**src/sv/assert_macros.svh**
```systemverilog
// assertion macros for the keyed list rtl
// empty bodies when SYNTH is defined
`ifndef ASSERT_MACROS_SVH
`define ASSERT_MACROS_SVH
`ifndef SYNTH
`define KL_ASSERT(label, prop, msg) \
  label: assert property (@(posedge clk) disable iff (rst) prop) else $error(msg);
`define KL_NEVER(label, cond, msg) \
  label: assert property (@(posedge clk) disable iff (rst) !(cond)) else $error(msg);
`else
`define KL_ASSERT(label, prop, msg)
`define KL_NEVER(label, cond, msg)
`endif
`endif

```
**src/sv/kl_pkg.sv**
```systemverilog
// shared types, codes and sizes for the keyed list with index shift
// no dependencies
package kl_pkg;

  localparam int DEPTH   = 64;
  localparam int CNT_W   = $clog2(DEPTH + 1);
  localparam int IDX_W   = (DEPTH > 1) ? $clog2(DEPTH) : 1;
  localparam int SLOT_W  = 6;
  localparam int COUNT_W = 7;
  localparam int KEY_W   = 16;
  localparam int POS_W   = 16;

  typedef enum logic [2:0] {
    REQ_APPEND = 3'd0,
    REQ_FIND   = 3'd1,
    REQ_REMOVE = 3'd2,
    REQ_SHIFT  = 3'd3,
    REQ_READ   = 3'd4,
    REQ_CLEAR  = 3'd5
  } req_t;

  localparam logic [1:0] ST_OK   = 2'd0;
  localparam logic [1:0] ST_FULL = 2'd1;
  localparam logic [1:0] ST_OOR  = 2'd2;

  typedef enum logic [1:0] {
    S_IDLE = 2'b01,
    S_EXEC = 2'b10
  } state_t;

  // per cell load controls
  typedef struct packed {
    logic load_new;
    logic load_next;
    logic live;
  } cell_ctl_t;

  // data broadcast to every cell
  typedef struct packed {
    logic             shift_on;
    logic [KEY_W-1:0] key;
    logic [POS_W-1:0] pos;
    logic [POS_W-1:0] amount;
  } cell_bcast_t;

  // bits below n set
  function automatic logic [DEPTH-1:0] low_mask(input int n);
    logic [DEPTH-1:0] m;
    m = '0;
    for (int j = 0; j < DEPTH; j++) begin
      m[j] = (j < n);
    end
    return m;
  endfunction

endpackage

```
**src/sv/kl_cell.sv**
```systemverilog
// one cell: key, position; loads new or from upper neighbor, or shifts pos
// depends on kl_pkg
module kl_cell
  import kl_pkg::*;
(
  input  logic             clk,
  input  cell_ctl_t        ctl,
  input  cell_bcast_t      bc,
  input  logic [KEY_W-1:0] probe,
  input  logic [KEY_W-1:0] next_key,
  input  logic [POS_W-1:0] next_pos,
  output logic [KEY_W-1:0] key,
  output logic [POS_W-1:0] pos,
  output logic             hit
);

  assign hit = (key == probe);

  always_ff @(posedge clk) begin
    if (ctl.load_new) begin
      key <= bc.key;
      pos <= bc.pos;
    end else if (ctl.load_next) begin
      key <= next_key;
      pos <= next_pos;
    end else if (bc.shift_on && ctl.live && (pos > bc.pos)) begin
      pos <= pos + bc.amount;
    end
  end

endmodule

```
**config.mk**
```make
export PLATFORM = sky130hd
export DESIGN_NAME = kl_cell
export DESIGN_NICKNAME = d
export VERILOG_FILES = /design/src/sv/assert_macros.svh /design/src/sv/kl_pkg.sv /design/src/sv/kl_cell.sv
export SDC_FILE = /design/constraint.sdc
export NUM_CORES = 1
export LEC_CHECK = 0
export BUFFER_PORTS_ARGS = -buffer_cell sky130_fd_sc_hd__buf_2
export CAP_MARGIN = 20
export CORE_MARGIN = 2
export CORE_UTILIZATION = 25
export CTS_CLUSTER_SIZE = 16
export DETAILED_ROUTE_END_ITERATION = 8
export GPL_TIMING_DRIVEN = 0
export PLACE_DENSITY_LB_ADDON = 0.3
export SYNTH_ARGS = -nofsm -noshare
export SYNTH_HDL_FRONTEND = slang
export SYNTH_SLANG_ARGS = --single-unit
```
**constraint.sdc**
```tcl
create_clock -name clk -period 5.91 [get_ports clk]
set_input_delay 1.182 -clock clk [delete_from_list [all_inputs] [get_ports clk]]
set_output_delay 1.182 -clock clk [all_outputs]
set_load 0.05 [all_outputs]
```
==> results of run 1 <==
[state kept, by name, indices dropped and copies added (netlist names)]
signal	flops
pos	16
key	16
[path summary, 6_finish.rpt]
kind | start | depth (start not counted) | endpoint | slack [ns]
worst max-delay path | probe[6] | 5 | hit | 2.36
worst min-delay path | pos[15]$_DFFE_PP_ | 2 | pos[15]$_DFFE_PP_ | 0.87
worst max register to register | pos[5]$_DFFE_PP_ | 8 | pos[13]$_DFFE_PP_ | 3.33
worst min register to register | pos[15]$_DFFE_PP_ | 2 | pos[15]$_DFFE_PP_ | 0.87
[Yosys cell counts (all sizes together), types with 4 or more instances]
cell,number,area (um^2)
nor2,11,43.8
o21ai,12,60.1
clkbuf,4,25.0
nand2,15,58.8
a21oi,24,120
edfxtp,32,961
and3,4,31.3
a211oi,4,30.0
ha,31,388
o22ai,5,31.3
a31oi,4,25.0
nand4,7,43.8
xnor2,22,193
mux2,16,180
a21o,8,61.3
o21a,5,37.5
xor2,5,43.8
inv,23,86.3
[cell families after synthesis]
group | count (synthesis)
buf+inv | 29
compound gates | 82
mux | 18
simple gates | 51
fa+ha+maj | 32
xor+xnor | 27
flops | 32
[power groups by stage]
stage | sequential, mW | clock, mW | combinational (mW)
final | 0.316 | 0.161 | 0.454
after floorplan | 0.427 | 0 | 0.223
after global placement | 0.321 | 0 | 0.450
after CTS | 0.317 | 0.172 | 0.458
after detailed placement | 0.322 | 0 | 0.456
after global routing | 0.322 | 0.177 | 0.499
[worst reg2reg max path, cell delays in order, from the launching register on]
cell	delay, ns
edfxtp_1	0.44
ha_1	0.31
a21o_1	0.16
a21o_1	0.17
a21oi_1	0.14
nor2_1	0.08
a2111oi_0	0.48
a31oi_2	0.30
buf_8	0.24
[metal layers]
layer,global-route usage [%],vias to the layer above
met4,3.30,0
li1,-,1297
met1,15.7,1148
met2,25.7,115
met5,0,-
met3,3.83,5
[placed cells by master, fill, tap and decap left out, types with 4 or more instances in the layout]
master,Yosys,final
a21o_1,7,7
o22ai_1,5,5
buf_2,0,132
nand4_1,7,7
nor2_1,10,10
edfxtp_1,32,32
o21ai_0,12,12
xor2_1,5,5
a211oi_1,4,4
o21a_1,5,5
a21oi_1,24,24
mux2_2,16,16
clkbuf_8,1,6
nand2_1,14,14
ha_1,31,31
xnor2_1,22,22
inv_1,22,22
[final cells by class]
| class | count | area [um^2] | area share (%) |
|---|---|---|---|
| clock buffer | 5 | 68.8 | 1.87 |
| clock inverter | 2 | 7.51 | 0.204 |
| timing repair buffer | 133 | 676 | 18.3 |
| sequential | 32 | 961 | 26.1 |
| tap | 140 | 175 | 4.75 |
| buffer | 6 | 46.3 | 1.26 |
| multi-input combinational | 210 | 1670 | 45.2 |
| inverter | 23 | 86.3 | 2.34 |
==> reports/metrics.cfg, run 1 <==
[sta]
fin_hold_ws_ns=0.874
fin_crit_sh_pct=60.1
fmax_ghz=0.281
hold_viol=0
worst_pin_slew_ns=0.593
min_period_ns=3.55
skew_ns=0.0156
fin_setup_tns_ns=0
report.final.setup_viol=0
rsz0062_at_grt=false
setup_ws_ns=2.36
max_slew_margin_pct=59.5
drv_slew=0

[critical_path]
path_buf_inv=2
crit_fanout=1
critPathArrivalTime_ns=2.37
cp_common_cell=buf_2
worstPathRequired_ns=4.73
worst_setup_path_start_kind=primary input
crit_family=simple AND/OR/NAND/NOR gates
crit_type=primary input to output pin
cp_cell_sequence=buf_2, xnor2_1, nand4_1, nor4_1, buf_2
endpoint_kind=output pin
slowest_delay_ns=0.41
slowest_stage=nor4_1

[route]
m1WireLength_um=3590
first_iter_violations=76
drtAntennaViolNets=0
num_vias=2565
wl_met2_um=4080
first_pass_iters=4
avgViaCountPerCell=4.66
met3_length_um=726
wl_per_cell_um=15.4
top_layer_used=met4
wl_um=8470
drc=0

[synthesis]
synth_top_family_by_area=compound AO/OA/AOI/OAI gates
avgSynthCellArea_um2=10.2
yosysSeqAreaShare_pct=34.9
yosys.area_share.adder_pct=14.8
synth.area.mux_share_pct=7.27
synthArstFlopShare_pct=0
synth_cell_types=53
ys_ff_latch=32
ys_warn_count=0
synth_xor_area_share_pct=8.59
synthFlopType=edfxtp_1
synth_nets=404
synth_compound_area_share_pct=19.9
yosys.area_share.simple_pct=9.72
synth_edf_count=32
syn_area_mm2=0.00275
syn_inst=271

[clock_network]
tritoncts=built
cts_buffers=5
clk_latency_ns=0.29
postCtsHoldBufs=0
ctsResizeCount=0
cts.clk_slew.worst_paths_ns=0.07
cts_setup_buffers=0
cts.sinks=32
clockBufferDepth=2
cts_htree_levels=2
root_buffer=clkbuf_8

[pwr]
p_per_area_mw_per_mm2=253
power.total_mw=0.932
sw_frac_of_total_pct=41.9
p_seq_share_pct=33.9
p_int_mw=0.542
ir_drop_mv=0.0931
p_leak_nw=1.71
p_clk_share_pct=17.3
power_frac_comb_pct=48.7
p_switching_mw=0.391

[job]
maxCapViolations=0

[layout]
area.growth.synth_to_final_pct=33.9
nNetsFinal=544
post-route-util_pct=34.2
drive_gt1_share_pct=41.1
fin_cells=551
fillers=1123
finalInstanceArea_mm2=0.00369
antenna_cells=0

[placement]
pre_cts_ws_ns=2.02
hpwl_um=7110
routabilityCongestion=0.780
port_buffers=132
place_inst=544
dpl-instance-area_mm2=0.00361

[run_status]
status=completed

[floorplan]
die_height_um=109
row_count=38
coreArea_mm2=0.0108
initial_core_util_pct=25.5
dieArea_mm2=0.0119
pin_count=134
die_x_um=109

[grt]
track_usage_pct=13.9
grt_pass1_vias=2504
antenna_found_initial=0
grt_max_degree=24
grt_overflow=0
grt_pass1_wl_um=12200

[hold_path]
worstHoldPathType=flip-flop to flip-flop

No activity file was read; power rests on OpenSTA's default activity.
==> run 2, diff against run 1 <==
==> constraint.sdc (replaced) <==
create_clock -name clk -period 2.9 [get_ports clk]
set_input_delay 0.58 -clock clk [delete_from_list [all_inputs] [get_ports clk]]
set_output_delay 0.58 -clock clk [all_outputs]
set_load 0.05 [all_outputs]
==> run 2 against run 1 <==
  * Setup slack got worse by 2.0 ns
  * Combinational power rose by 110%
  * Routed wire length rose by 1.5%
  * Worst hold slack got worse by 0.29 ns
  * Flip-flop and latch count did not move
  * Global-route usage fell by 0.059 points
  * Highest routed layer unchanged
  * Power rose by 120%
==> reports/metrics.cfg, run 2 (synthesis results as in run 1) <==
[layout]
multi_input_area_mm2=0.00167  ; +0.45%
finalInstanceArea_mm2=0.00373  ; +1.2%
area.growth.synth_to_final_pct=35.5
drive_gt1_share_pct=41.7  ; +0.63 points
fillers=1138  ; +1.3%
fin_cells=554  ; +0.54%
most-common-layout-cells=132 x buf_2, 32 x edfxtp_1, 31 x ha_1, 24 x a21oi_1
nNetsFinal=544  ; unchanged
final_common_cell=buf_2
register_area_um2=961  ; unchanged
reg.largest.list=key (16), pos (16)

[critical_path]
crit_fanout=23  ; +22
worst_setup_path_start_kind=primary input
critPathArrivalTime_ns=2.62  ; +0.25 ns
crit_type=primary input to flip-flop
endpoint_kind=flip-flop
worstPathRequired_ns=2.95  ; -1.78 ns

[pwr]
p_leak_nw=1.72  ; +0.95%
ir_drop_mv=0.186  ; +100%
sw_frac_of_total_pct=40.4  ; -1.5 points
power.total_mw=2.02  ; +120%
p_seq_share_pct=32.1  ; -1.8 points
p_per_area_mw_per_mm2=540  ; +110%
power_frac_comb_pct=46.2  ; -2.5 points
p_int_mw=1.20  ; +120%
p_clk_share_pct=21.7  ; +4.4 points
p_switching_mw=0.814  ; +110%

[run_status]
status=completed

[clock_network]
clk_latency_ns=0.29  ; about the same
cts_buffers=5  ; unchanged
tritoncts=built
cts_htree_levels=2  ; unchanged
clockBufferDepth=2  ; unchanged
cts.clk_slew.worst_paths_ns=0.08  ; about the same
cts.sinks=32  ; unchanged
root_buffer=clkbuf_8

[route]
wl_per_cell_um=15.5  ; +0.97%
first_pass_iters=4  ; unchanged
drtAntennaViolNets=0  ; unchanged
first_iter_violations=97  ; +28%
wl_um=8600  ; +1.5%
num_vias=2584  ; +0.74%
drc=0  ; unchanged
avgViaCountPerCell=4.66  ; +0.20%

[placement]
place_inst=544  ; unchanged
routabilityCongestion=0.820  ; +5.1%
pre_cts_ws_ns=-0.150  ; -2.17 ns
port_buffers=132  ; unchanged
hpwl_um=7130  ; +0.37%
dpl-instance-area_mm2=0.00362  ; +0.17%

[sta]
fin_crit_sh_pct=88.8
rsz0062_at_grt=false
setup_ws_ns=0.326  ; -2.03 ns
min_period_ns=2.57
fmax_ghz=0.388
max_slew_margin_pct=60.9  ; +1.5 points
hold_viol=0  ; unchanged
worst_pin_slew_ns=0.586  ; -0.00704 ns
fin_hold_ws_ns=0.588  ; -0.286 ns
skew_ns=0.00425  ; -0.0114 ns
drv_slew=0  ; unchanged
report.final.setup_viol=0  ; unchanged

[floorplan]
initial_core_util_pct=25.5  ; unchanged
row_count=38  ; unchanged
coreArea_mm2=0.0108  ; unchanged
dieArea_mm2=0.0119  ; unchanged
die_height_um=109  ; unchanged
pin_count=134  ; unchanged
die_x_um=109  ; unchanged

[grt]
gr-usage-met1_pct=15.5  ; -0.17 points
grt_pass1_wl_um=12300  ; +0.34%
busiest_layer=met2
grtUsageMet2_pct=25.6  ; -0.13 points
track_usage_pct=13.8  ; -0.059 points
grt_max_degree=24  ; unchanged
grt_overflow=0  ; unchanged
met3_usage_pct=4.24  ; +0.42 points
grt_pass1_vias=2460  ; -1.8%
antenna_found_initial=1  ; +1

[hold_path]
worstHoldPathType=primary input to flip-flop

[job]
maxCapViolations=0  ; unchanged

-- run 2: cell type report --
| class | instances | share of cell area [%] |
|---|---|---|
| sequential | 32 | 25.8 |
| antenna | 2 | 0.134 |
| tap | 140 | 4.69 |
| timing repair buffer | 133 | 18.1 |
| multi-input combinational | 210 | 44.9 |
| inverter | 23 | 2.31 |
| clock inverter | 2 | 0.939 |
| clock buffer | 6 | 1.95 |
| buffer | 6 | 1.24 |
-- run 2: critical path, cell delays in order --
cell,delay (ns)
clkdlybuf4s15_1,0.30
nor2_2,0.42
inv_2,0.32
a2111oi_1,0.53
a31oi_2,0.24
buf_8,0.22
-- run 2: worst paths after layout --
path	cells after the start	start	slack, ns	end
min reg2reg	3	pos[0]$_DFFE_PP_	0.84	pos[0]$_DFFE_PP_
max	6	ctl[1]	0.33	pos[10]$_DFFE_PP_
min	3	bc[18]	0.59	pos[2]$_DFFE_PP_
max reg2reg	8	pos[0]$_DFFE_PP_	0.39	pos[10]$_DFFE_PP_
-- run 2: repair_timing --
action	in CTS	in global routing
setup endpoints to repair	0	13
resized for setup	0	1
buffers inserted	0	0
hold buffers	0	0
-- run 2: metal layers --
| metal | vias up | wire length [um] | part of all wire [%] |
|---|---|---|---|
| met2 | 118 | 4170 | 48 |
| li1 | 1303 | - | - |
| met5 | - | 0 | 0 |
| met1 | 1158 | 3510 | 41 |
| met4 | 0 | 57 | 0.66 |
| met3 | 5 | 866 | 10 |
-- run 2: per-stage QoR --
step,setup TNS (ns),util (%)
finish,0,34.6
global route,0,34.5
CTS,0,34.5
detailed placement,-1.94,33.5
global placement,-14.55,33.3
floorplan,0,-
-- run 2: power by group through the flow --
stage / clock network, mW / registers [mW] / logic (mW)
2_1_floorplan: 0 / 0.870 / 0.454
3_3_place_gp: 0 / 0.655 / 0.920
3_5_place_dp: 0 / 0.658 / 0.932
4_1_cts: 0.448 / 0.647 / 0.938
5_1_grt: 0.468 / 0.657 / 1.02
6_report: 0.437 / 0.647 / 0.932
